## config.mk

```make
export PLATFORM = sky130hd
export DESIGN_NAME = tacs_div_pipe
export DESIGN_NICKNAME = d
export VERILOG_FILES = /design/src/sv/tacs_pkg.sv /design/src/sv/tacs_div_pipe.sv
export SDC_FILE = /design/constraint.sdc
export NUM_CORES = 1
export LEC_CHECK = 0
export BUFFER_PORTS_ARGS = -buffer_cell sky130_fd_sc_hd__buf_2
export CORE_ASPECT_RATIO = 0.9
export CORE_MARGIN = 1
export CORE_UTILIZATION = 45
export CTS_BUF_LIST = sky130_fd_sc_hd__clkbuf_4
export DETAILED_ROUTE_END_ITERATION = 8
export GPL_TIMING_DRIVEN = 0
export HOLD_SLACK_MARGIN = 0.06
export RECOVER_POWER = 50
export SETUP_SLACK_MARGIN = 0.2
export SYNTH_ARGS = -nofsm -noshare
export SYNTH_HDL_FRONTEND = slang
export SYNTH_SLANG_ARGS = --single-unit
```

## constraint.sdc

```tcl
create_clock -name clk -period 32.7 [get_ports clk]
set_input_delay 9.81 -clock clk [delete_from_list [all_inputs] [get_ports clk]]
set_output_delay 9.81 -clock clk [all_outputs]
set_load 0.01 [all_outputs]
```

## src/sv/tacs_pkg.sv

```systemverilog
// ----------------------------------------------------------------------------
// tacs_pkg
// Shared types and constants for the texture atlas column sampler.
// ----------------------------------------------------------------------------
package tacs_pkg;

  localparam int ATLAS_WORDS = 65536;
  localparam int ADDR_W      = $clog2(ATLAS_WORDS);
  localparam int DIV_STEPS   = 9;
  localparam int CFG_IDX_W   = 3;
  localparam int CFG_DATA_W  = 11;

  localparam logic OP_WRITE  = 1'b0;
  localparam logic OP_SAMPLE = 1'b1;

  typedef enum logic [CFG_IDX_W-1:0] {
    REG_ATLAS_WIDTH   = 3'd0,
    REG_TILE_WIDTH    = 3'd1,
    REG_TILE_HEIGHT   = 3'd2,
    REG_TILES_PER_ROW = 3'd3,
    REG_TILE_COUNT    = 3'd4
  } reg_idx_t;

  localparam logic [10:0] RST_ATLAS_WIDTH   = 11'd256;
  localparam logic [8:0]  RST_TILE_WIDTH    = 9'd64;
  localparam logic [8:0]  RST_TILE_HEIGHT   = 9'd64;
  localparam logic [8:0]  RST_TILES_PER_ROW = 9'd4;
  localparam logic [8:0]  RST_TILE_COUNT    = 9'd16;

  typedef struct packed {
    logic [10:0] atlas_width;
    logic [8:0]  tile_width;
    logic [8:0]  tile_height;
    logic [8:0]  tiles_per_row;
    logic [8:0]  tile_count;
  } cfg_t;

  // travels with every item down the pipe
  typedef struct packed {
    logic        valid;
    logic        op;
    logic        err;
    logic [15:0] waddr;
    logic [31:0] wdata;
    logic [7:0]  col;
  } tag_t;

  typedef struct packed {
    tag_t       tag;
    logic [8:0] tx;
    logic [8:0] ty;
    logic [8:0] rowt;
  } div_out_t;

  typedef struct packed {
    logic [31:0] texel;
    logic        oor;
  } res_t;

endpackage

```

## src/sv/tacs_div_pipe.sv

```systemverilog
// ----------------------------------------------------------------------------
// tacs_div_pipe
// Two restoring dividers in lockstep, one quotient bit per stage:
// tile / tiles_per_row and (row * tile_height) / draw_height.
// ----------------------------------------------------------------------------
module tacs_div_pipe (
  input  logic               clk,
  input  logic               rst_n,
  input  logic               en,
  input  tacs_pkg::cfg_t     cfg,
  input  tacs_pkg::tag_t     in_tag,
  input  logic [7:0]         in_tile,
  input  logic [11:0]        in_height,
  input  logic [19:0]        in_prod,
  output tacs_pkg::div_out_t dout
);
  import tacs_pkg::*;

  typedef struct packed {
    tag_t        tag;
    logic [11:0] height;
    logic [8:0]  rem_a;
    logic [8:0]  dq_a;
    logic [11:0] rem_b;
    logic [8:0]  dq_b;
  } dstage_t;

  dstage_t st_r [DIV_STEPS];
  dstage_t init;

  // quotient of the row scale is below 2^9 for any legal item, so the
  // top dividend bits start as the partial remainder
  always_comb begin
    init.tag    = in_tag;
    init.height = in_height;
    init.rem_a  = '0;
    init.dq_a   = {1'b0, in_tile};
    init.rem_b  = {1'b0, in_prod[19:9]};
    init.dq_b   = in_prod[8:0];
  end

  for (genvar k = 0; k < DIV_STEPS; k++) begin : g_step
    dstage_t    cur;
    dstage_t    st_nxt;
    logic [9:0]  ta;
    logic [12:0] tb;
    logic        qa;
    logic        qb;

    if (k == 0) begin : g_first
      assign cur = init;
    end else begin : g_rest
      assign cur = st_r[k-1];
    end

    always_comb begin
      st_nxt = cur;
      ta = {cur.rem_a, cur.dq_a[8]};
      tb = {cur.rem_b, cur.dq_b[8]};
      qa = (ta >= {1'b0, cfg.tiles_per_row});
      qb = (tb >= {1'b0, cur.height});
      if (qa) begin
        st_nxt.rem_a = 9'(ta - {1'b0, cfg.tiles_per_row});
      end else begin
        st_nxt.rem_a = ta[8:0];
      end
      if (qb) begin
        st_nxt.rem_b = 12'(tb - {1'b0, cur.height});
      end else begin
        st_nxt.rem_b = tb[11:0];
      end
      st_nxt.dq_a = {cur.dq_a[7:0], qa};
      st_nxt.dq_b = {cur.dq_b[7:0], qb};
    end

    always_ff @(posedge clk) begin
      if (!rst_n) begin
        st_r[k].tag.valid <= 1'b0;
      end else if (en) begin
        st_r[k] <= st_nxt;
      end
    end
  end

  always_comb begin
    dout.tag  = st_r[DIV_STEPS-1].tag;
    dout.tx   = st_r[DIV_STEPS-1].rem_a;
    dout.ty   = st_r[DIV_STEPS-1].dq_a;
    dout.rowt = st_r[DIV_STEPS-1].dq_b;
  end

endmodule

```

Yosys cells after proc, flatten, opt, wreduce, memory -nomap -nowiden
Memory sizes are Yosys's and may differ from the RTL's.
Cells that the tools add are included.
{ "word_totals": {"ff_bits": 0, "n_memories": 1, "ramBits": 990, "wordCells": 77, "output_inout_bits": 86} }
{ "op_classes": {"muxes": 31, "addsub": 18, "bitwise_logic": 9, "magnitude_cmp": 18} }
{ "memory_table": {"columns": ["name", "words", "width", "read_ports", "rd_ports_with_merged_regs", "write_ports", "line", "text"], "rows": [
  ["st_r", 9, 110, 9, 0, 9, "tacs_div_pipe.sv:28", "dstage_t st_r [DIV_STEPS];"]
]} }
{ "op_table": {"columns": ["op", "count"], "rows": [
  ["2-to-1 mux 12 bit", 9],
  ["subtractor 12 bit", 9],
  ["greater-or-equal comparator 13 x 12 -> 1 bit", 8],
  ["2-to-1 mux 9 bit", 9],
  ["greater-or-equal comparator 10 x 9 -> 1 bit", 8],
  ["subtractor 9 bit", 8],
  ["2-to-1 mux 1 bit", 13],
  ["greater-or-equal comparator 12 bit", 1],
  ["greater-or-equal comparator 1 x 9 -> 1 bit (first input constant)", 1],
  ["OR 1 bit", 9],
  ["subtractor 1 x 9 -> 9 bit (first input constant)", 1]
]} }

Longest topological paths before layout
{ "depth": {"depth_word": 4, "mapped_depth": 11, "ltp_nobuf": 10} }

Worst setup path after synthesis
Ideal clock, no wire load.
{ "synth_timing": {"path_type": "input -> register", "startpoint": "input rst_n", "endpoint": "memory st_r[0][0] (netlist bit) (enable)", "path_stages": 2, "arrival_time_ps": 31613, "required_ps": 31244, "path_slack_ps": -368, "cell_sequence": "clkbuf_1 -> and2_1"} }
{ "synth_lines": {"columns": ["item", "line", "text"], "rows": [
  ["from (decl)", "tacs_div_pipe.sv:8", "input logic rst_n,"],
  ["to (decl)", "tacs_div_pipe.sv:28", null]
]} }

==> results by group <==
Finish
  • Largest register FFs: 966
  • Top reg by flops: st_r
  • Share of cells above drive strength 1: 23.8%
  • Largest regs: st_r (966)
  • Nets@finish: 3108
  • Commonest non-fill, non-tap cell in the layout: edfxtp_1
  • Synthesis-to-finish area growth: 14.1%
  • Commonest cells after routing, fill and taps aside: edfxtp_1 (965), clkbuf_4 (338), buf_2 (184), ha_1 (182), inv_1 (168)

STA
  • Final setup vio count: 0
  • Fmax achieved: 65.2 MHz
  • Worst setup margin: 17350 ps
  • RSZ-0062 raised after global routing: false
  • Final min period: 15350 ps
  • Worst-Margin Slew: 3780 ps
  • Worst Clk Skew: 73.1 ps
  • Count of final max-slew check failures: 245
  • Hold slack: 388 ps
  • Final setup TNS: 0 ps
  • Rel. slew slack: -152%
  • Final Hold Fails: 0
  • Tcrit/Tclk final: 46.9%

Logic synthesis
  • Yosys Warn Count: 0
  • Seq/Total Area, Yosys: 73.9%
  • Mapped Area: 39300 um^2
  • Post-Syn Area per Cell: 17.0 um^2
  • Flops & latches, synth: 966
  • Ys async rst share: 0%
  • Post-synthesis cell type count: 60
  • Syn Inst Count: 2313
  • Number of synthesized flops with an enable pin: 965
  • Synth Flop Type: edfxtp_1
  • Syn nets: 2660

Route
  • Vias: 20300
  • WL/cell: 15.6 um
  • # DRC: 0
  • DR vias/cell: 4.98
  • Drt total wl: 63300 um
  • Post-DRT Antenna Nets: 0
  • 1st-pass router iterations: 5
  • Iter 0 DRT Violations: 1165

Die
  • IO Pins: 235
  • Initial Utilization: 45.6%
  • Row cnt: 102
  • Die area: 88400 um^2
  • DIE WIDTH: 313 um
  • Core area: 86100 um^2
  • Overall die height: 282 um

Setup path
  • Reg-to-reg endpoint: st_r[6][15]
  • Crit-path leading delay family: buffers and inverters
  • Critical setup path kind: input pin to flop
  • Worst setup EP type: flop
  • Buffers & Inverters on Critical Path: 6
  • R2r setup slk: 29650 ps
  • CP Data Required Time: 33380 ps
  • Crit-path slowest cell: clkbuf_1
  • Largest stage delay, worst path: 2430 ps
  • Worst path cell trace: clkbuf_1 > clkbuf_1 > and2_0 > clkbuf_1 > buf_16 > buf_16 > buf_16
  • WP data arrival: 16030 ps
  • Worst Reg-to-Reg Cells: 9
  • Worst Setup Start Kind: input pin
  • Crit-path max FO: 73
  • Reg-to-reg critical path startpoint: st_r[5][40]

Clocking
  • Post-CTS setup buffers: 0
  • CTS HTree Levels: 4
  • Clk sinks: 966
  • Worst-Skew Late Latency: 1060 ps
  • Clock transition at path regs: 60 ps
  • Clock buffer depth: 3
  • Post-CTS sizing: 0
  • CTS tree: done
  • Num CTS Buffers: 236
  • Hold_buf cts: 0
  • Root Driver: clkbuf_4

Global route
  • Largest net degree at the start of global routing: 78
  • Gr ovfl total: 0
  • Initial antenna violation count: 3
  • First-pass GRT wire length: 102000 um
  • Vias in the first global route: 21000
  • Tot GR Track Use: 14.3%

Placed design
  • IO Port Bufs: 196
  • Pre-CTS setup slack: 19760 ps
  • Gpl congestion: 0.848
  • HPWL reported at the end of detailed placement: 42100 um

Status
  • Status: finished, violations left
  • Failing checks: max-capacitance violations, max-slew violations

Hold path
  • Hold-critical path depth: 0
  • HP Start: st_r[4][78]
  • Hold crit path type: flop to flop
  • WHS Endpoint: st_r[5][78]

Pwr
  • Final Power: 2.69 mW
  • Maximum vdd drop: 0.0407 mV
  • PD cells: 60.1 nW/um^2
  • Leak: 16.5 nW

Job
  • Maximum capacitance violations: 4
==> area by class of cell <==
type	instances	area, um^2
Clock inverter	58	319
Fill cell	7102	41400
Sequential cell	966	29000
Multi-Input combinational cell	1160	9480
Antenna cell	5	12.5
Clock buffer	338	2540
Inverter	168	631
Buffer	19	86.3
Tap cell	1144	1430
Timing Repair Buffer	210	1280
==> metrics by stage <==
step	area (um^2)	instances	utilization, %
floorplan	39300	2313	-
global placement	41700	3653	48.4
detailed placement	42100	3667	48.8
CTS	44900	4063	52.1
global route	44800	4068	52.0
finish	44800	4068	52.0
==> synth_stat cells (7+ instances only) <==
cell type  number  area share [%]
nand2_1        39            0.37
a21o_1         38            0.73
a211oi_1       14            0.27
nand4_1        28            0.45
inv_1         168             1.6
o41ai_1         8            0.18
nor2b_1        48            0.76
o2111ai_1       7            0.16
and2_1         17            0.27
o31a_1         14            0.31
nor2_1        132             1.3
o311ai_0        7            0.16
nor4_1         10            0.16
fa_1           16            0.82
o21ai_0        41            0.52
and3_1         17            0.27
xnor2_1        87             1.9
ha_1          182             5.8
nand3_1        15            0.19
edfxtp_1      965              74
o21a_1         52            0.99
a21oi_1        66            0.84
mux2i_1        25            0.64
or3_1          12            0.19
nand2b_1       13            0.21
o41a_1          7            0.20
nor3_1         17            0.22
o31ai_1         7            0.13
xor2_1         29            0.65
mux2_2        133             3.8
o21bai_1        8            0.15
clkbuf_1        7           0.067
o22ai_1         7            0.11
a21boi_0       10            0.19
==> layer usage <==
layer,up-vias,GRT usage (%),share of wire (%)
met5,-,0,0.021
met4,2,7.00,2.7
met3,142,3.82,4.2
met2,413,23.7,49
met1,9768,17.5,44
li1,9928,-,-
==> logic make-up after synthesis <==
kind of cell    share of synthesized area [%]
compound gates                           5.78
flops                                    73.9
fa+ha+maj                                6.62
xor+xnor                                 2.59
buf+inv                                  1.93
mux                                      4.45
simple gates                             4.76
==> worst max-delay path by stage <==
stage | from | endpoint | slack (ps) | cells after the start
after detailed placement | cfg[10] | st_r[2][34] | 19760 | 10
after CTS | cfg[10] | st_r[2][34] | 20940 | 10
after global placement | rst_n | st_r[3][65] | 6430 | 3
final | en | st_r[6][65] | 17350 | 7
after global routing | en | st_r[3][61] | 16760 | 7
after floorplan | rst_n | st_r[0][0] | 10510 | 2
==> where the power goes <==
part	switching, mW	total [mW]	internal, mW
Combinational	0.160	0.298	0.138
Clock	0.453	0.927	0.475
Sequential	0.0223	1.47	1.44
Total	0.635	2.69	2.06
Power figures use the tool's default switching activity.
