### config.mk
export PLATFORM = sky130hd
export DESIGN_NAME = tacs_out_buf
export DESIGN_NICKNAME = d
export VERILOG_FILES = /design/src/sv/tacs_pkg.sv /design/src/sv/tacs_out_buf.sv
export SDC_FILE = /design/constraint.sdc
export NUM_CORES = 1
export LEC_CHECK = 0
export BUFFER_PORTS_ARGS = -buffer_cell sky130_fd_sc_hd__buf_2
export CORE_AREA = 4 4 83 85
export CTS_CLUSTER_SIZE = 30
export DETAILED_ROUTE_END_ITERATION = 8
export DIE_AREA = 0 0 87 89
export GPL_TIMING_DRIVEN = 0
export PLACE_DENSITY = 0.69
export SLEW_MARGIN = 20
export SYNTH_ARGS = -nofsm -noshare
export SYNTH_HDL_FRONTEND = slang
export SYNTH_SLANG_ARGS = --single-unit
### constraint.sdc
create_clock -name clk -period 4.62 [get_ports clk]
set_clock_uncertainty 0.15 [all_clocks]
set_input_delay 0.924 -clock clk [delete_from_list [all_inputs] [get_ports clk]]
set_output_delay 0.924 -clock clk [all_outputs]
set_load 0.01 [all_outputs]
### src/sv/tacs_pkg.sv
// ----------------------------------------------------------------------------
// tacs_pkg
// Shared types and constants for the texture atlas column sampler.
// ----------------------------------------------------------------------------
package tacs_pkg;

  localparam int ATLAS_WORDS = 65536;
  localparam int ADDR_W      = $clog2(ATLAS_WORDS);
  localparam int DIV_STEPS   = 9;
  localparam int CFG_IDX_W   = 3;
  localparam int CFG_DATA_W  = 11;

  localparam logic OP_WRITE  = 1'b0;
  localparam logic OP_SAMPLE = 1'b1;

  typedef enum logic [CFG_IDX_W-1:0] {
    REG_ATLAS_WIDTH   = 3'd0,
    REG_TILE_WIDTH    = 3'd1,
    REG_TILE_HEIGHT   = 3'd2,
    REG_TILES_PER_ROW = 3'd3,
    REG_TILE_COUNT    = 3'd4
  } reg_idx_t;

  localparam logic [10:0] RST_ATLAS_WIDTH   = 11'd256;
  localparam logic [8:0]  RST_TILE_WIDTH    = 9'd64;
  localparam logic [8:0]  RST_TILE_HEIGHT   = 9'd64;
  localparam logic [8:0]  RST_TILES_PER_ROW = 9'd4;
  localparam logic [8:0]  RST_TILE_COUNT    = 9'd16;

  typedef struct packed {
    logic [10:0] atlas_width;
    logic [8:0]  tile_width;
    logic [8:0]  tile_height;
    logic [8:0]  tiles_per_row;
    logic [8:0]  tile_count;
  } cfg_t;

  // travels with every item down the pipe
  typedef struct packed {
    logic        valid;
    logic        op;
    logic        err;
    logic [15:0] waddr;
    logic [31:0] wdata;
    logic [7:0]  col;
  } tag_t;

  typedef struct packed {
    tag_t       tag;
    logic [8:0] tx;
    logic [8:0] ty;
    logic [8:0] rowt;
  } div_out_t;

  typedef struct packed {
    logic [31:0] texel;
    logic        oor;
  } res_t;

endpackage

### src/sv/tacs_out_buf.sv
// ----------------------------------------------------------------------------
// tacs_out_buf
// Two-entry result buffer; parts the pipeline from the result channel.
// ----------------------------------------------------------------------------
module tacs_out_buf (
  input  logic           clk,
  input  logic           rst_n,
  input  logic           push,
  input  tacs_pkg::res_t push_data,
  input  logic           pop,
  output logic           out_vld,
  output tacs_pkg::res_t out_data,
  output logic           full
);
  import tacs_pkg::*;

  res_t       head_r;
  res_t       tail_r;
  logic [1:0] cnt_r;
  logic       do_pop;

  assign out_vld  = (cnt_r != 2'd0);
  assign full     = (cnt_r == 2'd2);
  assign out_data = head_r;
  assign do_pop   = pop && out_vld;

  always_ff @(posedge clk) begin
    if (!rst_n) begin
      cnt_r <= 2'd0;
    end else begin
      if (push && !do_pop) begin
        cnt_r <= cnt_r + 2'd1;
      end else if (do_pop && !push) begin
        cnt_r <= cnt_r - 2'd1;
      end
    end
  end

  always_ff @(posedge clk) begin
    if (push && do_pop) begin
      if (cnt_r == 2'd1) begin
        head_r <= push_data;
      end else begin
        head_r <= tail_r;
        tail_r <= push_data;
      end
    end else if (push) begin
      if (cnt_r == 2'd0) begin
        head_r <= push_data;
      end else begin
        tail_r <= push_data;
      end
    end else if (do_pop) begin
      head_r <= tail_r;
    end
  end

endmodule

Word level (Yosys, flattened, before mapping)
Index checks and enable logic that the tools add are counted.

Logic and storage cells: 36. Register bits after elaboration: 68. Output and inout port bits: 35.

Reductions and logical operators: 13. Eq/ne operators: 5. $add $sub $neg: 2. Muxes and demuxes: 11.

Operator list (number): 33-bit two-way mux (9); 2-bit nonzero test (3); 1-bit logical AND (4); 2-bit two-way mux (2); 2-bit inequality test, second input constant (2); 3-bit by 1-bit inequality test with 1-bit output, second input constant (1); 3-bit AND reduction (1); 3-bit nonzero test (1); 2-bit by 1-bit adder with 2-bit output, second input constant (1); 2-bit by 1-bit equality test with 1-bit output, second input constant (1); 2-bit equality test, second input constant (1); 1-bit logical NOT (2); 2-bit logical NOT (1); 2-bit AND reduction (1); 2-bit by 1-bit subtractor with 2-bit output, second input constant (1).

Logic depth before layout (Yosys ltp)
Gate-level depths: netlist (run 1).

Depth after elaboration: 5. Mapped depth: 8. Gate-level depth less buffers: 7.

Worst setup path after synthesis (run 1)
Ideal clock, no wire load.

Path type: input to register. Start: input pop. End: register tail_r[0] in the netlist's numbering, enable pin. Setup time: 0.438 ns. Arrival time: 3.080 ns. Cell stages on the path: 4. Setup slack: 0.952 ns. Cell sequence: nand2b_1 -> inv_1 -> ha_1 -> mux2i_1.

Cells in the longest elaborated chain, start to end: 4. Elaborated cells on any way between the ends: 6. Classes of those cells: eq/ne: 2; reduce/logical: 4.

RTL lines: start: declaration (RTL line tacs_out_buf.sv:10) `input logic pop,`; 1-bit logical AND * (RTL line tacs_out_buf.sv:25) `assign do_pop = pop && out_vld;`; 1-bit logical AND * (RTL line tacs_out_buf.sv:40) `if (push && do_pop) begin`; 2-bit inequality test (no source line) or 2-bit nonzero test (tied branches); 3-bit AND reduction (no source line) *; end signal: assignment (RTL line tacs_out_buf.sv:45) `tail_r <= push_data;`; end signal: assignment (RTL line tacs_out_buf.sv:51) `tail_r <= push_data;`; end: declaration (RTL line tacs_out_buf.sv:18) `res_t tail_r;`.

Every way passes the cells marked *; elsewhere a longest branch is shown, timed or not. A chain may end at the register's enable or synchronous reset.

Worst setup path after layout (run 1)
Start: register cnt_r[0]. End: register head_r (netlist bit out_data[18]), data pin.

Cells in the longest elaborated chain, start to end: 4. Elaborated cells on any way between the ends: 6. Classes of those cells: eq/ne: 1; mux: 2; reduce/logical: 3.

RTL lines: start: declaration (RTL line tacs_out_buf.sv:19) `logic [1:0] cnt_r;`; start signal: assignment (RTL line tacs_out_buf.sv:32) `cnt_r <= cnt_r + 2'd1;`; start signal: assignment (RTL line tacs_out_buf.sv:34) `cnt_r <= cnt_r - 2'd1;`; 2-bit nonzero test (RTL line tacs_out_buf.sv:22) `assign out_vld = (cnt_r != 2'd0);`; 1-bit logical AND (RTL line tacs_out_buf.sv:25); 1-bit logical AND (RTL line tacs_out_buf.sv:40); 33-bit two-way mux * (RTL line tacs_out_buf.sv:40); end signal: assignment (RTL line tacs_out_buf.sv:42) `head_r <= push_data;`; end signal: assignment (RTL line tacs_out_buf.sv:44) `head_r <= tail_r;`; end signal: assignment (RTL line tacs_out_buf.sv:49) `head_r <= push_data;`; end: declaration (RTL line tacs_out_buf.sv:17) `res_t head_r;`.

Marked as above.

==> results of run 1 <==
==> layer usage <==
| layer | vias up | GRT usage, % | wire length (um) |
|---|---|---|---|
| li1 | 650 | - | - |
| met1 | 653 | 14.7 | 1900 |
| met2 | 49 | 20.4 | 2390 |
| met3 | 8 | 4.15 | 333 |
| met4 | 0 | 8.07 | 95 |
| met5 | - | 0 | 0 |
==> final timing paths <==
kind,end,from,slack (ps)
setup / recovery,out_data[18],cnt_r[0],2010
hold / removal,cnt_r[1],cnt_r[1],380
setup reg to reg,out_data[18],cnt_r[0],2010
hold reg to reg,cnt_r[1],cnt_r[1],380
==> cell type report <==
class / instances / area (sq um)
buffer: 3 / 33.8
inverter: 4 / 15.0
fill: 493 / 2750
clock buffer: 10 / 128
tap: 77 / 96.3
sequential: 68 / 2020
timing repair buffer: 72 / 383
multi-input combinational: 51 / 667
clock inverter: 6 / 113
==> report_power, final <==
group / internal [mW] / leakage [nW] / switching [mW]
Combinational: 0.293 / 0.670 / 0.352
Clock: 0.360 / 0.120 / 0.220
Sequential: 0.988 / 0.646 / 0.0590
==> per-stage QoR <==
| stage | hold slack (ps) | setup slack (ps) | power, mW | instances |
|---|---|---|---|---|
| 6_report | 375 | 2010 | 2.27 | 291 |
| 5_1_grt | 408 | 1880 | 2.40 | 291 |
| 4_1_cts | 382 | 1990 | 2.31 | 291 |
| 3_5_place_dp | 373 | 1750 | 1.72 | 275 |
| 3_3_place_gp | 359 | -21.5 | 1.67 | 274 |
| 2_1_floorplan | 327 | 952 | 1.46 | 126 |
==> sequential cells by signal (all words and copies together) (netlist names) <==
name / cells
cnt_r: 2
out_data: 33
tail_r: 33
==> worst reg2reg max path, delay by kind of cell, from the launching register on <==
kind / cells / cell delay (ps)
adders and majority gates: 2 / 490
DFF: 1 / 380
muxes: 2 / 750
and+or+nand+nor: 1 / 190
buffers and inverters: 3 / 410
==> synthesized netlist by cell type, drive strengths merged <==
| cell | n |
|---|---|
| o21ai | 1 |
| buf | 3 |
| ha | 6 |
| dfxtp | 2 |
| mux2i | 2 |
| xor2 | 1 |
| nand2 | 2 |
| xnor2 | 1 |
| mux2 | 33 |
| edfxtp | 66 |
| and2 | 1 |
| nand2b | 3 |
| inv | 4 |
| nand3 | 1 |
==> kinds of logic after synthesis <==
| logic type | after synthesis |
|---|---|
| DFF | 68 |
| muxes | 35 |
| buffers and inverters | 7 |
| and+or+nand+nor | 7 |
| adders and majority gates | 6 |
| xor gates and xnor gates | 2 |
| AOI/OAI and AO/OA | 1 |
==> flow_summary.toml, run 1 <==
[clock_tree]
clock_latency_ps = 330
cts_sinks = 68
cts_buffers = 9
htree_levels = 3
root_buffer = "clkbuf_8"
clk_pin_slew_ps = 60
cts_resized = 0
post_cts_buffers = 0
cts_hold_buf = 0
cts_tree = "yes"
clockBufferDepth = 2

[worst_setup_path]
slowest_delay_ps = 430
critPathSlowestCell = "mux2i_4"
cp_num_buf_inv = 3
crit_type = "flop to flop"
worst_ep_required_time_ps = 4550
crit_cells = 8
critPathArrivalTime_ps = 2540
ff2ff_path_depth = 8
cp_cell_sequence = "inv_1 -> ha_1 -> nand2b_1 -> inv_1 -> ha_1 -> mux2i_4 -> buf_6 -> mux2_4"
critPathCaptureType = "flop"
worstPathMaxFanout = 10
start_kind = "flop"
crit_family = "multiplexers"

[floorplanning]
fp.dieArea_sq_um = 7740
core_area_sq_um = 6200
die_w_um = 87
fp.dieH_um = 89
io_pins = 72
start_util_pct = 43.9
num_rows = 29

[placed_design]
port_buffers = 71
placed_area_sq_um = 3220
dp_hpwl_mm = 3.33
gp_congestion = 0.657

[logic_synthesis]
synth_compound_area_share_pct = 0.184
synth.distinct_cells = 16
yosysWarnings = 0
ys_ff_latch = 68
synth.cell_area_sq_um = 2720
synth_nets = 169
avgSynthCellArea_sq_um = 21.6
synth_top_area_share_pct = 72.8
synthesis.instances = 126
synthMuxAreaShare_pct = 19.0
synth_top_family_by_area = "multiplexers"
synth_xor_area_share_pct = 0.643
synth_area_leader_cell = "edfxtp_1"
synth_fa_ha_area_share_pct = 2.76
ys_seq_area_share_pct = 74.3
synthSimpleGateAreaFrac_pct = 1.38
synth_area_leaders = "edfxtp_1, mux2_4, ha_1"

[drt]
vias = 1360
first_pass_iters = 4
wl_per_cell_um = 16.2
drtAntennaViolNets = 0
post_drt_via_cell_ratio = 4.67
wirelength_mm = 4.72
drt_iter0_markers = 71
drc_errors = 0

[finish]
drive_gt1_share_pct = 58.9
area.growth.synth_to_final_pct = 27.0
mostFrequentLayoutCell = "buf_2"
final_cell_mix = "buf_2, edfxtp_1, mux2_4"
postLayoutCoreUtil_pct = 55.7
n_antenna_cell = 0
final_cell_area_sq_um = 3460
final_nets = 252

[timing]
finalHoldViolations = 0
fin_crit_ps = 2610
finalCritPeriodShare_pct = 56.4
max_slew_margin_pct = 45.2
finalSetupTns_ps = 0
drv_slew = 0
tightest_slew_ps = 819
finalSetupViolations = 0
fmax_mhz = 384
rsz0062_at_grt = "no"

[min_path]
min_delay_path_depth = 2
worst_hold_path_type = "flop to flop"

[global_routing]
antenna_found_initial = 0
grt_use_total_pct = 12.7
grt_max_degree = 34
first_global_vias = 1412
grt_pass1_wl_mm = 6.97
overflow = 0

[flow_run]
cap_violations = 0

[pwr]
p_leak_nw = 1.44
vdd_drop_max_mv = 0.383
powerDensity_nw_per_um2 = 657

[outcome]
outcome = "completed"
(Power assumes the default switching activity.)
==> run 2: changes to the inputs <==
PLACE_DENSITY = 0.71   (was 0.69)
clock period = 2.15 ns   (was 4.62 ns; I/O delays follow)
==> flow_summary.toml, run 2 (synthesis results as in run 1) <==
[floorplanning]
num_rows = 29
io_pins = 72
core_area_sq_um = 6200
die_w_um = 87
fp.dieH_um = 89
fp.dieArea_sq_um = 7740
start_util_pct = 43.9

[placed_design]
dp_hpwl_mm = 3.27
gp_congestion = 0.637
place_ws_ps = -158
placed_area_sq_um = 3250
port_buffers = 71

[outcome]
violations = "setup timing"
outcome = "finished, violations left"

[drt]
first_pass_iters = 3
wl_per_cell_um = 15.6
drt_iter0_markers = 46
vias = 1419
post_drt_via_cell_ratio = 4.67
drc_errors = 0
wirelength_mm = 4.75
drtAntennaViolNets = 0

[finish]
drive_gt1_share_pct = 64.8
final_cell_area_sq_um = 3660
final_nets = 265
n_antenna_cell = 0
final_cell_mix = "buf_2, edfxtp_1, mux2_4"
mostFrequentLayoutCell = "buf_2"
n_fill_cell = 502
area.growth.synth_to_final_pct = 34.5

[clock_tree]
cts_hold_buf = 0
clockBufferDepth = 2
clk_pin_slew_ps = 80
cts_tree = "yes"
clock_latency_ps = 330
cts_sinks = 68
htree_levels = 3
cts_buffers = 9
root_buffer = "clkbuf_8"

[worst_setup_path]
cp_num_buf_inv = 4
rr_startpoint = "cnt_r[1]"
slowest_delay_ps = 340
critPathArrivalTime_ps = 2100
critPathCaptureType = "flop"
critPathSlowestCell = "dfxtp_2"
startpoint = "cnt_r[1]"
worstPathMaxFanout = 10
crit_family = "multiplexers"
start_kind = "flop"
crit_type = "flop to flop"
worst_ep_required_time_ps = 2080
cp_common_cell = "ha_4"
cp_cell_sequence = "inv_2 -> ha_4 -> nand2b_4 -> inv_4 -> ha_4 -> mux2i_4 -> buf_6 -> buf_12 -> mux2_4"

[global_routing]
first_global_vias = 1440
grt_max_degree = 34
grt_use_total_pct = 13.0
antenna_found_initial = 0
overflow = 0
grt_pass1_wl_mm = 7.23

[timing]
max_slew_margin_pct = 45.6
fmax_mhz = 461
finalCritPeriodShare_pct = 101
finalSetupViolations = 15
finalHoldViolations = 0
worst_slack_ps = -20.2
rsz0062_at_grt = "yes"
tightest_slew_ps = 813
fin_crit_ps = 2170
drv_slew = 0

[pwr]
powerDensity_nw_per_um2 = 1420
vdd_drop_max_mv = 0.830
fin_total_pwr_mw = 5.21
p_leak_nw = 1.54

[min_path]
hold_start = "push_data[2]"
worst_hold_path_type = "input port to flop"

[flow_run]
cap_violations = 0
-- run 2: cell count changes in the layout (fill, tap and decap cells not counted), moves of 2 or more --
cell	before	now
clkinv_4	2	0
inv_1	4	1
inv_2	0	2
mux2_4	30	33
buf_4	0	10
mux2_2	3	0
clkinvlp_4	0	2
ha_4	0	2
dfxtp_1	2	0
ha_1	6	4
dfxtp_2	0	2
-- run 2: through the flow --
step                      util (%)  hold WS [ps]  TNS, ps  std cells
final                         59.0           133     -209        304
after global routing          59.0           103    -1390        304
after CTS                     59.1           115     -389        304
after detailed placement      52.4           343    -6950        275
after global placement        51.9           338   -22240        274
after floorplan                  -           321     -953        126
-- run 2: path summary, 6_finish.rpt --
check	endpoint	slack (ps)	depth (start not counted)
worst max-delay path	out_data[19]	-20	9
worst min-delay path	tail_r[2]	130	1
worst max register to register	out_data[19]	-20	9
worst min register to register	out_data[7]	400	1
-- run 2: where the power goes --
group | switching [mW] | internal (mW) | total (mW)
Combinational | 0.815 | 0.796 | 1.61
Sequential | 0.121 | 2.13 | 2.25
Clock | 0.468 | 0.883 | 1.35
-- run 2: layout make-up --
cell class | count | area (sq um) | area share [%]
clock buffer | 9 | 124 | 3.38
sequential | 68 | 2020 | 55.3
timing repair buffer | 87 | 531 | 14.5
inverter | 4 | 17.5 | 0.478
tap | 77 | 96.3 | 2.63
multi-input combinational | 51 | 711 | 19.4
buffer | 1 | 20.0 | 0.547
clock inverter | 7 | 139 | 3.79
-- run 2: metal layers --
metal | up-vias | GRT usage [%] | part of all wire (%) | wire [um]
li1 | 675 | - | - | -
met1 | 695 | 14.2 | 40 | 1880
met2 | 45 | 21.9 | 52 | 2490
met3 | 4 | 5.35 | 6.5 | 308
met4 | 0 | 6.52 | 1.4 | 68
met5 | - | 0 | 0 | 0
-- run 2: what timing repair did --
item	in CTS	in global routing
gates cloned	1	0
gates resized for setup	7	7
setup endpoints to repair	48	33
setup buffers	12	2
pin swaps	0	0
